--- config.mk ---
export PLATFORM = sky130hd
export DESIGN_NAME = rgb_to_hls_converter_unit_flat
export DESIGN_NICKNAME = d
export VERILOG_FILES = /design/src/rtl/rhls_pkg.sv /design/src/rtl/rhls_if.sv /design/src/rtl/rhls_prep.sv /design/src/rtl/rhls_div.sv /design/src/rtl/rgb_to_hls_converter_unit.sv /design/src/flat_wrapper.sv
export SDC_FILE = /design/constraint.sdc
export NUM_CORES = 2
export LEC_CHECK = 0
export BUFFER_PORTS_ARGS = -buffer_cell sky130_fd_sc_hd__buf_2
export CAP_MARGIN = 15
export CORE_ASPECT_RATIO = 1.2
export CORE_MARGIN = 2
export CORE_UTILIZATION = 60
export DETAILED_ROUTE_END_ITERATION = 16
export PLACE_DENSITY = 0.76
export SLEW_MARGIN = 20
export SYNTH_ARGS = -nofsm -noshare
export SYNTH_HDL_FRONTEND = slang
export SYNTH_HIERARCHICAL = 1
export SYNTH_SLANG_ARGS = --single-unit
--- constraint.sdc ---
create_clock -name clk -period 14.6 [get_ports clk]
set_input_delay 2.92 -clock clk [delete_from_list [all_inputs] [get_ports clk]]
set_output_delay 2.92 -clock clk [all_outputs]
set_load 0.01 [all_outputs]
--- src/rtl/rhls_pkg.sv ---
`timescale 1ns / 1ps
`default_nettype none
package rhls_pkg;

  localparam int COMPONENT_BITS_DEF = 8;
  localparam int RESULT_BITS_DEF    = 16;

  // which component holds the maximum; ties go to red, then green
  typedef enum logic [1:0] {
    SEL_RED   = 2'd0,
    SEL_GREEN = 2'd1,
    SEL_BLUE  = 2'd2
  } max_sel_t;

endpackage
`default_nettype wire

--- src/rtl/rhls_if.sv ---
`timescale 1ns / 1ps
`default_nettype none
interface rhls_in_if #(parameter int CB = 8) ();
  logic          valid;
  logic          ready;
  logic [CB-1:0] red;
  logic [CB-1:0] green;
  logic [CB-1:0] blue;

  modport source (output valid, output red, output green, output blue, input ready);
  modport sink   (input valid, input red, input green, input blue, output ready);
endinterface

interface rhls_out_if #(parameter int RB = 16) ();
  logic          valid;
  logic          ready;
  logic [RB-1:0] hue;
  logic          hue_undefined;
  logic [RB-1:0] lightness;
  logic [RB-1:0] saturation;

  modport source (output valid, output hue, output hue_undefined, output lightness,
                  output saturation, input ready);
  modport sink   (input valid, input hue, input hue_undefined, input lightness,
                  input saturation, output ready);
endinterface
`default_nettype wire

--- src/rtl/rhls_prep.sv ---
`timescale 1ns / 1ps
`default_nettype none
module rhls_prep
  import rhls_pkg::*;
#(
  parameter int CB = COMPONENT_BITS_DEF,
  parameter int RB = RESULT_BITS_DEF,
  parameter int WW = RB + CB + 5
) (
  input  wire logic          clk,
  input  wire logic [2:0]    en,
  input  wire logic [CB-1:0] red,
  input  wire logic [CB-1:0] green,
  input  wire logic [CB-1:0] blue,
  output logic [WW-1:0]      hue_num,
  output logic [WW-1:0]      hue_den,
  output logic [WW-1:0]      sat_num,
  output logic [WW-1:0]      sat_den,
  output logic [RB+CB-1:0]   lit_num,
  output logic               gray
);

  localparam int NB = CB + 3;
  localparam logic [CB:0] CMAX   = (CB+1)'((1 << CB) - 1);
  localparam logic [CB:0] CMAX2  = (CB+1)'(2 * ((1 << CB) - 1));

  // stage A: extremes
  logic [CB-1:0] r_r, g_r, b_r, mx_r, mi_r;
  logic [CB-1:0] mx_nxt, mi_nxt;
  max_sel_t      sel_r, sel_nxt;

  always_comb begin
    mx_nxt = red;
    mi_nxt = red;
    if (green > mx_nxt) mx_nxt = green;
    if (blue > mx_nxt)  mx_nxt = blue;
    if (green < mi_nxt) mi_nxt = green;
    if (blue < mi_nxt)  mi_nxt = blue;
    if (red >= green && red >= blue) sel_nxt = SEL_RED;
    else if (green >= blue)          sel_nxt = SEL_GREEN;
    else                             sel_nxt = SEL_BLUE;
  end

  always_ff @(posedge clk) begin
    if (en[0]) begin
      r_r   <= red;
      g_r   <= green;
      b_r   <= blue;
      mx_r  <= mx_nxt;
      mi_r  <= mi_nxt;
      sel_r <= sel_nxt;
    end
  end

  // stage B: sum, spread, sector numerator (sector*d, offset by 6d when negative)
  logic [CB-1:0] d_nxt, d_r;
  logic [CB:0]   sum_nxt, sum_r, den_nxt, den_r;
  logic [NB-1:0] d6, d2, d4, num_nxt, num_r;
  logic          gray_nxt, gray_r;

  always_comb begin
    d_nxt   = mx_r - mi_r;
    sum_nxt = {1'b0, mx_r} + {1'b0, mi_r};
    d2      = NB'(d_nxt) << 1;
    d4      = NB'(d_nxt) << 2;
    d6      = d4 + d2;
    den_nxt = (sum_nxt <= CMAX) ? sum_nxt : CMAX2 - sum_nxt;
    gray_nxt = (d_nxt == '0);
    case (sel_r)
      SEL_RED:   num_nxt = (g_r >= b_r) ? NB'(g_r - b_r) : d6 - NB'(b_r - g_r);
      SEL_GREEN: num_nxt = (b_r >= r_r) ? d2 + NB'(b_r - r_r) : d2 - NB'(r_r - b_r);
      SEL_BLUE:  num_nxt = (r_r >= g_r) ? d4 + NB'(r_r - g_r) : d4 - NB'(g_r - r_r);
      default:   num_nxt = '0;
    endcase
  end

  always_ff @(posedge clk) begin
    if (en[1]) begin
      d_r    <= d_nxt;
      sum_r  <= sum_nxt;
      den_r  <= den_nxt;
      num_r  <= num_nxt;
      gray_r <= gray_nxt;
    end
  end

  // stage C: dividend and divisor for round(n/q) = floor((2n+q)/(2q));
  // lightness keeps floor((sum*RMAX + CMAX)/2), later divided by CMAX
  logic [WW-1:0] dw, d6w, sumw;
  logic [WW-1:0] hn_nxt, hd_nxt, sn_nxt, sd_nxt, ln_nxt;

  always_comb begin
    dw   = WW'(d_r);
    d6w  = (dw << 2) + (dw << 1);
    sumw = WW'(sum_r);
    ln_nxt = ((sumw << RB) - sumw + WW'(CMAX)) >> 1;
    if (gray_r) begin
      hn_nxt = '0;
      hd_nxt = WW'(1);
      sn_nxt = '0;
      sd_nxt = WW'(1);
    end else begin
      hn_nxt = (WW'(num_r) << (RB + 1)) + d6w;
      hd_nxt = d6w << 1;
      sn_nxt = (dw << (RB + 1)) - (dw << 1) + WW'(den_r);
      sd_nxt = WW'(den_r) << 1;
    end
  end

  always_ff @(posedge clk) begin
    if (en[2]) begin
      hue_num <= hn_nxt;
      hue_den <= hd_nxt;
      sat_num <= sn_nxt;
      sat_den <= sd_nxt;
      lit_num <= ln_nxt[RB+CB-1:0];
      gray    <= gray_r;
    end
  end

endmodule
`default_nettype wire

--- src/rtl/rhls_div.sv ---
`timescale 1ns / 1ps
`default_nettype none
module rhls_div #(
  parameter int WW = 29,
  parameter int QW = 17
) (
  input  wire logic          clk,
  input  wire logic [QW-1:0] en,
  input  wire logic [WW-1:0] num,
  input  wire logic [WW-1:0] den,
  output logic [QW-1:0]      quo
);

  // restoring division, one quotient bit per stage, MSB first
  logic [WW-1:0] rem_r [QW-1];
  logic [WW-1:0] den_r [QW-1];
  logic [QW-1:0] q_r   [QW];

  for (genvar k = 0; k < QW; k++) begin : g_stage
    logic [WW-1:0] rem_i, den_i, sh;
    logic [QW-1:0] q_i;
    logic [WW:0]   diff;

    if (k == 0) begin : g_first
      assign rem_i = num;
      assign den_i = den;
      assign q_i   = '0;
    end else begin : g_next
      assign rem_i = rem_r[k-1];
      assign den_i = den_r[k-1];
      assign q_i   = q_r[k-1];
    end

    assign sh   = den_i << (QW - 1 - k);
    assign diff = {1'b0, rem_i} - {1'b0, sh};

    always_ff @(posedge clk) begin
      if (en[k]) begin
        q_r[k] <= {q_i[QW-2:0], ~diff[WW]};
      end
    end

    if (k < QW - 1) begin : g_carry
      always_ff @(posedge clk) begin
        if (en[k]) begin
          rem_r[k] <= diff[WW] ? rem_i : diff[WW-1:0];
          den_r[k] <= den_i;
        end
      end
    end
  end

  assign quo = q_r[QW-1];

endmodule
`default_nettype wire

--- src/rtl/rgb_to_hls_converter_unit.sv ---
// Throughput: one item per cycle while the output accepts results; set by the two
// pipelined dividers for hue and saturation, one quotient bit per stage,
// running in lock step.
// Stages advance independently, so bubbles close up while the output stalls.
// Reset (rst_n low, synchronous) clears the stage valid bits only.
`timescale 1ns / 1ps
`default_nettype none
module rgb_to_hls_converter_unit
  import rhls_pkg::*;
#(
  parameter int COMPONENT_BITS = COMPONENT_BITS_DEF,
  parameter int RESULT_BITS    = RESULT_BITS_DEF
) (
  input  wire logic   clk,
  input  wire logic   rst_n,
  rhls_in_if.sink     in_chan,
  rhls_out_if.source  out_chan
);

  localparam int CB = COMPONENT_BITS;
  localparam int RB = RESULT_BITS;
  localparam int WW = RB + CB + 5;
  localparam int QW = RB + 1;
  localparam int NV = QW + 3;
  localparam int YW = RB + CB;
  localparam int SH = RB + 2 * CB;
  localparam longint unsigned CMAX_L = (64'd1 << CB) - 64'd1;
  localparam longint unsigned RECIP  = ((64'd1 << SH) + CMAX_L - 64'd1) / CMAX_L;
  localparam logic [YW:0]     LIT_M  = (YW+1)'(RECIP);

  logic [NV-1:0] v_r, v_nxt;
  logic [NV:0]   rdy;

  always_comb begin
    rdy[NV] = out_chan.ready;
    for (int k = NV - 1; k >= 0; k--) begin
      rdy[k] = rdy[k+1] | ~v_r[k];
    end
    v_nxt = {v_r[NV-2:0], in_chan.valid};
  end

  always_ff @(posedge clk) begin
    if (!rst_n) begin
      v_r <= '0;
    end else begin
      for (int k = 0; k < NV; k++) begin
        if (rdy[k]) v_r[k] <= v_nxt[k];
      end
    end
  end

  assign in_chan.ready = rdy[0];

  logic [WW-1:0] hue_num, hue_den, sat_num, sat_den;
  logic [YW-1:0] lit_num;
  logic          gray;

  rhls_prep #(.CB(CB), .RB(RB), .WW(WW)) u_prep (
    .clk     (clk),
    .en      (rdy[2:0]),
    .red     (in_chan.red),
    .green   (in_chan.green),
    .blue    (in_chan.blue),
    .hue_num (hue_num),
    .hue_den (hue_den),
    .sat_num (sat_num),
    .sat_den (sat_den),
    .lit_num (lit_num),
    .gray    (gray)
  );

  logic [QW-1:0] hue_q, sat_q;

  rhls_div #(.WW(WW), .QW(QW)) u_div_hue (
    .clk (clk), .en (rdy[NV-1:3]), .num (hue_num), .den (hue_den), .quo (hue_q)
  );
  rhls_div #(.WW(WW), .QW(QW)) u_div_sat (
    .clk (clk), .en (rdy[NV-1:3]), .num (sat_num), .den (sat_den), .quo (sat_q)
  );

  // lightness: divide by CMAX through an exact reciprocal multiply, then
  // delay to line up with the divider outputs
  logic [2*YW:0] lit_prod;
  logic [RB-1:0] lit_r [QW];

  assign lit_prod = lit_num * LIT_M;

  always_ff @(posedge clk) begin
    if (rdy[3]) lit_r[0] <= lit_prod[SH +: RB];
    for (int k = 1; k < QW; k++) begin
      if (rdy[k+3]) lit_r[k] <= lit_r[k-1];
    end
  end

  // gray flag rides alongside the divider stages
  logic [QW-1:0] und_r, und_nxt;
  assign und_nxt = {und_r[QW-2:0], gray};

  always_ff @(posedge clk) begin
    for (int k = 0; k < QW; k++) begin
      if (rdy[k+3]) und_r[k] <= und_nxt[k];
    end
  end

  // hue of a full turn wraps to zero by dropping the top quotient bit
  assign out_chan.valid         = v_r[NV-1];
  assign out_chan.hue           = hue_q[RB-1:0];
  assign out_chan.hue_undefined = und_r[QW-1];
  assign out_chan.lightness     = lit_r[QW-1];
  assign out_chan.saturation    = sat_q[RB-1:0];

`ifndef SYNTHESIS
  a_gray_sat: assert property (@(posedge clk) disable iff (!rst_n)
    out_chan.valid && out_chan.hue_undefined |-> out_chan.saturation == '0)
    else $error("gray item with nonzero saturation");
  a_gray_hue: assert property (@(posedge clk) disable iff (!rst_n)
    out_chan.valid && out_chan.hue_undefined |-> out_chan.hue == '0)
    else $error("gray item with nonzero hue");
  a_empty_ready: assert property (@(posedge clk) disable iff (!rst_n)
    v_r == '0 |-> in_chan.ready)
    else $error("empty pipeline refuses an item");
  a_stall_hold: assert property (@(posedge clk) disable iff (!rst_n)
    out_chan.valid && !out_chan.ready |=> out_chan.valid && $stable(out_chan.lightness))
    else $error("stalled result changed");
`endif

endmodule
`default_nettype wire
--- src/flat_wrapper.sv ---
// flat-port wrapper written by rule: the top's interface ports become plain ports
module rgb_to_hls_converter_unit_flat import rhls_pkg::*;
#(
  parameter int COMPONENT_BITS = COMPONENT_BITS_DEF,
  parameter int RESULT_BITS    = RESULT_BITS_DEF
)
  (clk, rst_n, in_chan_valid, in_chan_red, in_chan_green, in_chan_blue, in_chan_ready, out_chan_valid, out_chan_hue, out_chan_hue_undefined, out_chan_lightness, out_chan_saturation, out_chan_ready);
  rhls_in_if in_chan_i ();
  rhls_out_if out_chan_i ();
  input  wire logic clk;
  input  wire logic rst_n;
  input wire logic [$bits(in_chan_i.valid)-1:0] in_chan_valid;
  input wire logic [$bits(in_chan_i.red)-1:0] in_chan_red;
  input wire logic [$bits(in_chan_i.green)-1:0] in_chan_green;
  input wire logic [$bits(in_chan_i.blue)-1:0] in_chan_blue;
  output wire logic [$bits(in_chan_i.ready)-1:0] in_chan_ready;
  output wire logic [$bits(out_chan_i.valid)-1:0] out_chan_valid;
  output wire logic [$bits(out_chan_i.hue)-1:0] out_chan_hue;
  output wire logic [$bits(out_chan_i.hue_undefined)-1:0] out_chan_hue_undefined;
  output wire logic [$bits(out_chan_i.lightness)-1:0] out_chan_lightness;
  output wire logic [$bits(out_chan_i.saturation)-1:0] out_chan_saturation;
  input wire logic [$bits(out_chan_i.ready)-1:0] out_chan_ready;
  assign in_chan_i.valid = in_chan_valid;
  assign in_chan_i.red = in_chan_red;
  assign in_chan_i.green = in_chan_green;
  assign in_chan_i.blue = in_chan_blue;
  assign in_chan_ready = in_chan_i.ready;
  assign out_chan_valid = out_chan_i.valid;
  assign out_chan_hue = out_chan_i.hue;
  assign out_chan_hue_undefined = out_chan_i.hue_undefined;
  assign out_chan_lightness = out_chan_i.lightness;
  assign out_chan_saturation = out_chan_i.saturation;
  assign out_chan_i.ready = out_chan_ready;
  rgb_to_hls_converter_unit #(.COMPONENT_BITS(COMPONENT_BITS), .RESULT_BITS(RESULT_BITS)) u_core (.clk(clk), .rst_n(rst_n), .in_chan(in_chan_i), .out_chan(out_chan_i));
endmodule
# Yosys cells after proc, flatten, opt, wreduce, memory -nomap -nowiden
# Memory sizes are Yosys's and may differ from the RTL's.
# Cells that the tools add are included.
# totals
ff_bits,241
latch_bits,0
ram_bits,2706
rom_bits,0
in_bits,28
out_inout_bits,51
mem_count,7
# mem_list
name,depth,word_bits,read_ports,rd_clocked_by_memory_dff,wr,line_no,rtl
u_core.u_div_hue.den_r,16,29,16,0,16,rhls_div.sv:16,logic [WW-1:0] den_r [QW-1];
u_core.u_div_hue.rem_r,16,29,16,0,16,rhls_div.sv:15,logic [WW-1:0] rem_r [QW-1];
u_core.u_div_sat.den_r,16,29,16,0,16,rhls_div.sv:16,
u_core.u_div_sat.rem_r,16,29,16,0,16,rhls_div.sv:15,
u_core.u_div_hue.q_r,17,17,17,0,17,rhls_div.sv:17,logic [QW-1:0] q_r [QW];
u_core.u_div_sat.q_r,17,17,17,0,17,rhls_div.sv:17,
1 more memories,--,--,--,--,--,--,
# op_classes
add_sub_neg,55
mul,1
div_mod_pow,0
n_lt_le_gt_ge,11
n_eq_ne,2
shifts,0
n_mux,78
n_bitwise,74
reduce_logical,3
# op_table
cell,n
29-bit by 29-bit subtractor with 30-bit output,33
29-bit 2-to-1 mux,32
1-bit inverter,54
8-bit by 8-bit subtractor with 9-bit output,6
8-bit greater-or-equal comparator,6
"24-bit by 24-bit multiplier with 47-bit output, second input constant",1
1-bit 2-to-1 mux,36
10-bit by 9-bit adder with 11-bit output,3
11-bit 2-to-1 mux,3
11-bit one-hot mux with 3 select lines,1
8-bit 2-to-1 mux,4
29-bit by 28-bit subtractor with 30-bit output,1
28-bit by 11-bit adder with 29-bit output,1
26-bit by 10-bit adder with 27-bit output,1
25-bit by 9-bit subtractor with 26-bit output,1
"25-bit by 9-bit adder with 25-bit output, second input constant",1
25-bit by 9-bit subtractor with 25-bit output,1
1-bit OR,20
8-bit > comparator,2
8-bit < comparator,2
10-bit by 11-bit adder with 11-bit output,1
10-bit by 11-bit subtractor with 11-bit output,1
10-bit by 9-bit subtractor with 11-bit output,1
11-bit subtractor,1
11 further kinds,11

# Depth between registers and ports, before layout
# logic_depth
ltp_word,21
ltp_mapped,20

# Hierarchy
# The synthesis kept the hierarchy.
# by_module_without_submodules
mod,instances,cells_each,area_each_um2,seq_area_each_um2
rhls_div (u_core.u_div_hue),1,4051,52843.2,32461.1
rhls_div (u_core.u_div_sat),1,4038,52461.6,32461.1
rgb_to_hls_converter_unit,1,752,13031.2,9078.7
rhls_prep,1,1341,13020.0,4594.4

# Worst setup path after synthesis
# OpenSTA, ideal clock, no wires.
# synth_path
path_kind,input port to flip-flop
startpoint,input out_chan_ready
endpoint,"memory u_core.lit_r[6][4], in the netlist u_core/lit_r[0][100], enable pin"
setup_time_ps,512
arrival_ps,10701
setup_slack_ps,3387
stages,6
n_path_buf,0
cell_sequence,nor2b_4 inv_2 nor3_4 nand2_1 nor2_1 nand2_1
# synth_rtl
element,line_no,rtl
start: declaration,flat_wrapper.sv:22,input wire logic [$bits(out_chan_i.ready)-1:0] out_chan_ready;
end: declaration,rgb_to_hls_converter_unit.sv:84,logic [RB-1:0] lit_r [QW];

# Worst setup path after layout
# layout_path
startpoint,input out_chan_ready
endpoint,output in_chan_ready
# layout_between
elab_chain_cells,20
# layout_lines
element,line_no,rtl
1-bit OR,rgb_to_hls_converter_unit.sv:37,rdy[k] = rdy[k+1] | ~v_r[k];
named net u_core.rdy[19],rgb_to_hls_converter_unit.sv:32,logic [NV:0] rdy;
1-bit OR (19 in a row),rgb_to_hls_converter_unit.sv:37,
end: declaration,flat_wrapper.sv:16,output wire logic [$bits(in_chan_i.ready)-1:0] in_chan_ready;
# The timed path passes the listed nets, and every way through them passes these cells.

==> results list <==
- The worst register-to-register path begins at u_core/u_prep/lit_num[14].
- The initial utilization of the core area, before any placement, comes to 0.603.
- Clock transition at path regs: 0.06 ns
* Post-Route Setup TNS: 0 ns
- The number of cells on the worst reg-to-reg path is 17.
- Average wire per cell in the routed design: 17.6 um
* Number of warnings issued by yosys: 6
- Number of H-tree branching levels: 4
* Worst path arrival time: 6.18 ns
* Port-buffer cells: 78
* DRC viols: 0
- The number of endpoints with negative hold slack in the final report came to 0.
- For this run, the top clock speed supported by timing is 110 MHz.
- Entering global routing, the biggest net connects 85 pins.
- Gate Count Post-Synth: 10.1k
- Startpoint type of the worst setup path: input pin
* CP max stage delay: 0.63 ns
* Gates resized, CTS repair: 0
- Detailed routing inserted a total of 76.1k vias.
- The via count of the first global-routing pass was 77.9k.
* Bufs and invs on worst path: 4
* Slowest library cell on the worst path: and3_1
* Hold bufs inserted after CTS: 0
- A synthesized cell averages 12.8 um^2.
- Walking the worst path, the cells encountered are buf_2, nor2b_4, inv_2, nor3_4, and3_1, and4_1, and3_1, and2_4, nand2_2, buf_4, buf_2.
- The clock arrives with 0.0552 ns of skew.
- Clock period minus final worst setup slack: 9.10 ns
- Wire length of the first global-routing pass: 384 mm
- Across every metal layer, demand over resource in global routing totals 0.212.
- Critical path endpoint category: output port
- The critical path in this run is classified as in2out.
- GRT Residual Overflow: 0
* TritonCTS clock tree: yes
* Die width: 429 um
- In this run the worst path has a maximum fanout of 43.
- The critical path crosses 11 cells after its start point.
- Counting along the longest clock path gives a buffer depth of 3.
- Post-route clock period utilization: 0.623
- The worst pin sits at a relative slew slack of 0.269.
* Worst hold path stage count: 0
- Endpoint required time on the critical path: 11.68 ns
* Die H: 515 um
- Clock insertion delay at the later pin of the skew report: 0.90 ns
- The root buffer cell chosen for the clock tree is clkbuf_16.
- In this run, the number of DRC markers left after iteration 0 of detailed routing was 4,116.
* Total wire length after detailed routing: 235 mm
- Worst hold-check path type: reg2reg
- The worst hold path terminates at u_core/u_div_hue/q_r[1][53].
* CTS Buf Count: 238
- Reg-to-reg setup timing slack: 9.68 ns
- Final count of pins violating max slew: 0
* Total number of clock tree sinks: 2,590
- At the end of the flow the core is filled with cells to 0.656.
* Die outline area: 221,000 um^2
- Actual transition at the worst max-transition pin: 1.08 ns
* Number of optimization iterations in the first detailed-route pass: 6
- Nets: 11.5k
- Floorplan core area: 216,000 um^2
- Routability-driven placement finished with a final weighted congestion of 0.915.
* Initial antenna violation count: 3
- The floorplan has 187 rows.
- Across the run, the number of max-cap violations was 0.
* Detail-routed via count per cell: 5.68
- Detail Placement HPWL: 173 mm
* Start point of the worst min-delay path: u_core/u_div_hue/q_r[1][35]
* Cell area after synthesis: 130,000 um^2
* Boundary pin count: 79
* Family with the most delay on the worst path: simple AND/OR/NAND/NOR gates
- Most common library cell in the layout ignoring fill and taps: edfxtp_1
- Final number of setup-violating endpoints: 0
- In this run the remaining antenna-violating nets after routing total 0.
* Commonest cells after routing, fill and taps aside: edfxtp_1, inv_1, ha_1, a21oi_1, nor2_1
* Outcome: complete, no violations
* Setup repair after global routing missed its margin: no
* Fraction of layout instances using a drive strength above 1: 0.0893
* FILL cells: 15.0k
- Postcts setup bufs: 0
- The endpoint identified for the worst register-to-register timing path is u_core/lit_r[0][6].
- The area growth from synthesis to layout is 8.80%.
[worst max path at each step]
stage	slack, ns	to	from
2_1_floorplan	3.50	u_core/lit_r[0][100]	out_chan_ready
3_3_place_gp	5.70	in_chan_ready	out_chan_ready
3_5_place_dp	5.65	in_chan_ready	out_chan_ready
4_1_cts	5.51	in_chan_ready	out_chan_ready
5_1_grt	5.36	in_chan_ready	out_chan_ready
6_report	5.50	in_chan_ready	out_chan_ready
[sequential cells by signal (all words and copies together) (netlist names), 9 cells and up]
signal and count:
u_core/u_prep/sum_r 9, u_core/u_div_sat/q_r 136, u_core/und_r 17, u_core/u_prep/num_r 11, u_core/v_r 20, u_core/u_div_hue/q_r 136
u_core/u_div_sat/den_r 464, u_core/u_div_hue/den_r 464, u_core/u_div_sat/rem_r 464, u_core/u_prep/sat_num 28, u_core/u_div_hue/rem_r 464, u_core/lit_r 272
u_core/u_prep/lit_num 17, u_core/u_prep/hue_num 21
[layout make-up]
type	count	area, um^2	area share
Multi-Input combinational cell	6277	47700	0.336
Antenna cell	1	2.50	0.0000176
Timing Repair Buffer	142	875	0.00617
Clock inverter	154	1680	0.0118
Inverter	1092	4140	0.0292
Tap cell	2835	3550	0.0250
Clock buffer	291	6280	0.0443
Sequential cell	2590	77600	0.547
[routing by layer]
| metal | part of all wire | GRT usage | up-vias |
|---|---|---|---|
| li1 | - | - | 37500 |
| met1 | 0.37 | 0.226 | 36500 |
| met2 | 0.55 | 0.413 | 1557 |
| met3 | 0.029 | 0.0251 | 570 |
| met4 | 0.047 | 0.0995 | 2 |
| met5 | 0.000055 | 0 | - |
[worst register-to-register path: cells and delay by family (launching register included)]
family	cells	cell delay (ns)
XOR/XNOR	1	0.16
adder cells (fa/ha/maj)	6	2.23
flip-flops	1	0.33
AND/OR/NAND/NOR	5	1.01
buffers and inverters	3	0.45
AO/OA/AOI/OAI	2	0.48
[stage by stage]
step	cell area, um^2	setup slack, ns	std cells	hold slack, ns
after CTS	142000	5.51	13400	0.390
after detailed placement	134000	5.65	12900	0.405
after global routing	142000	5.36	13400	0.409
final	142000	5.50	13400	0.397
after floorplan	131000	3.50	10200	0.400
after global placement	134000	5.70	12900	0.400
Power is not shown: default switching activity piles up to over one toggle a cycle in this logic, so the estimate is an artifact.
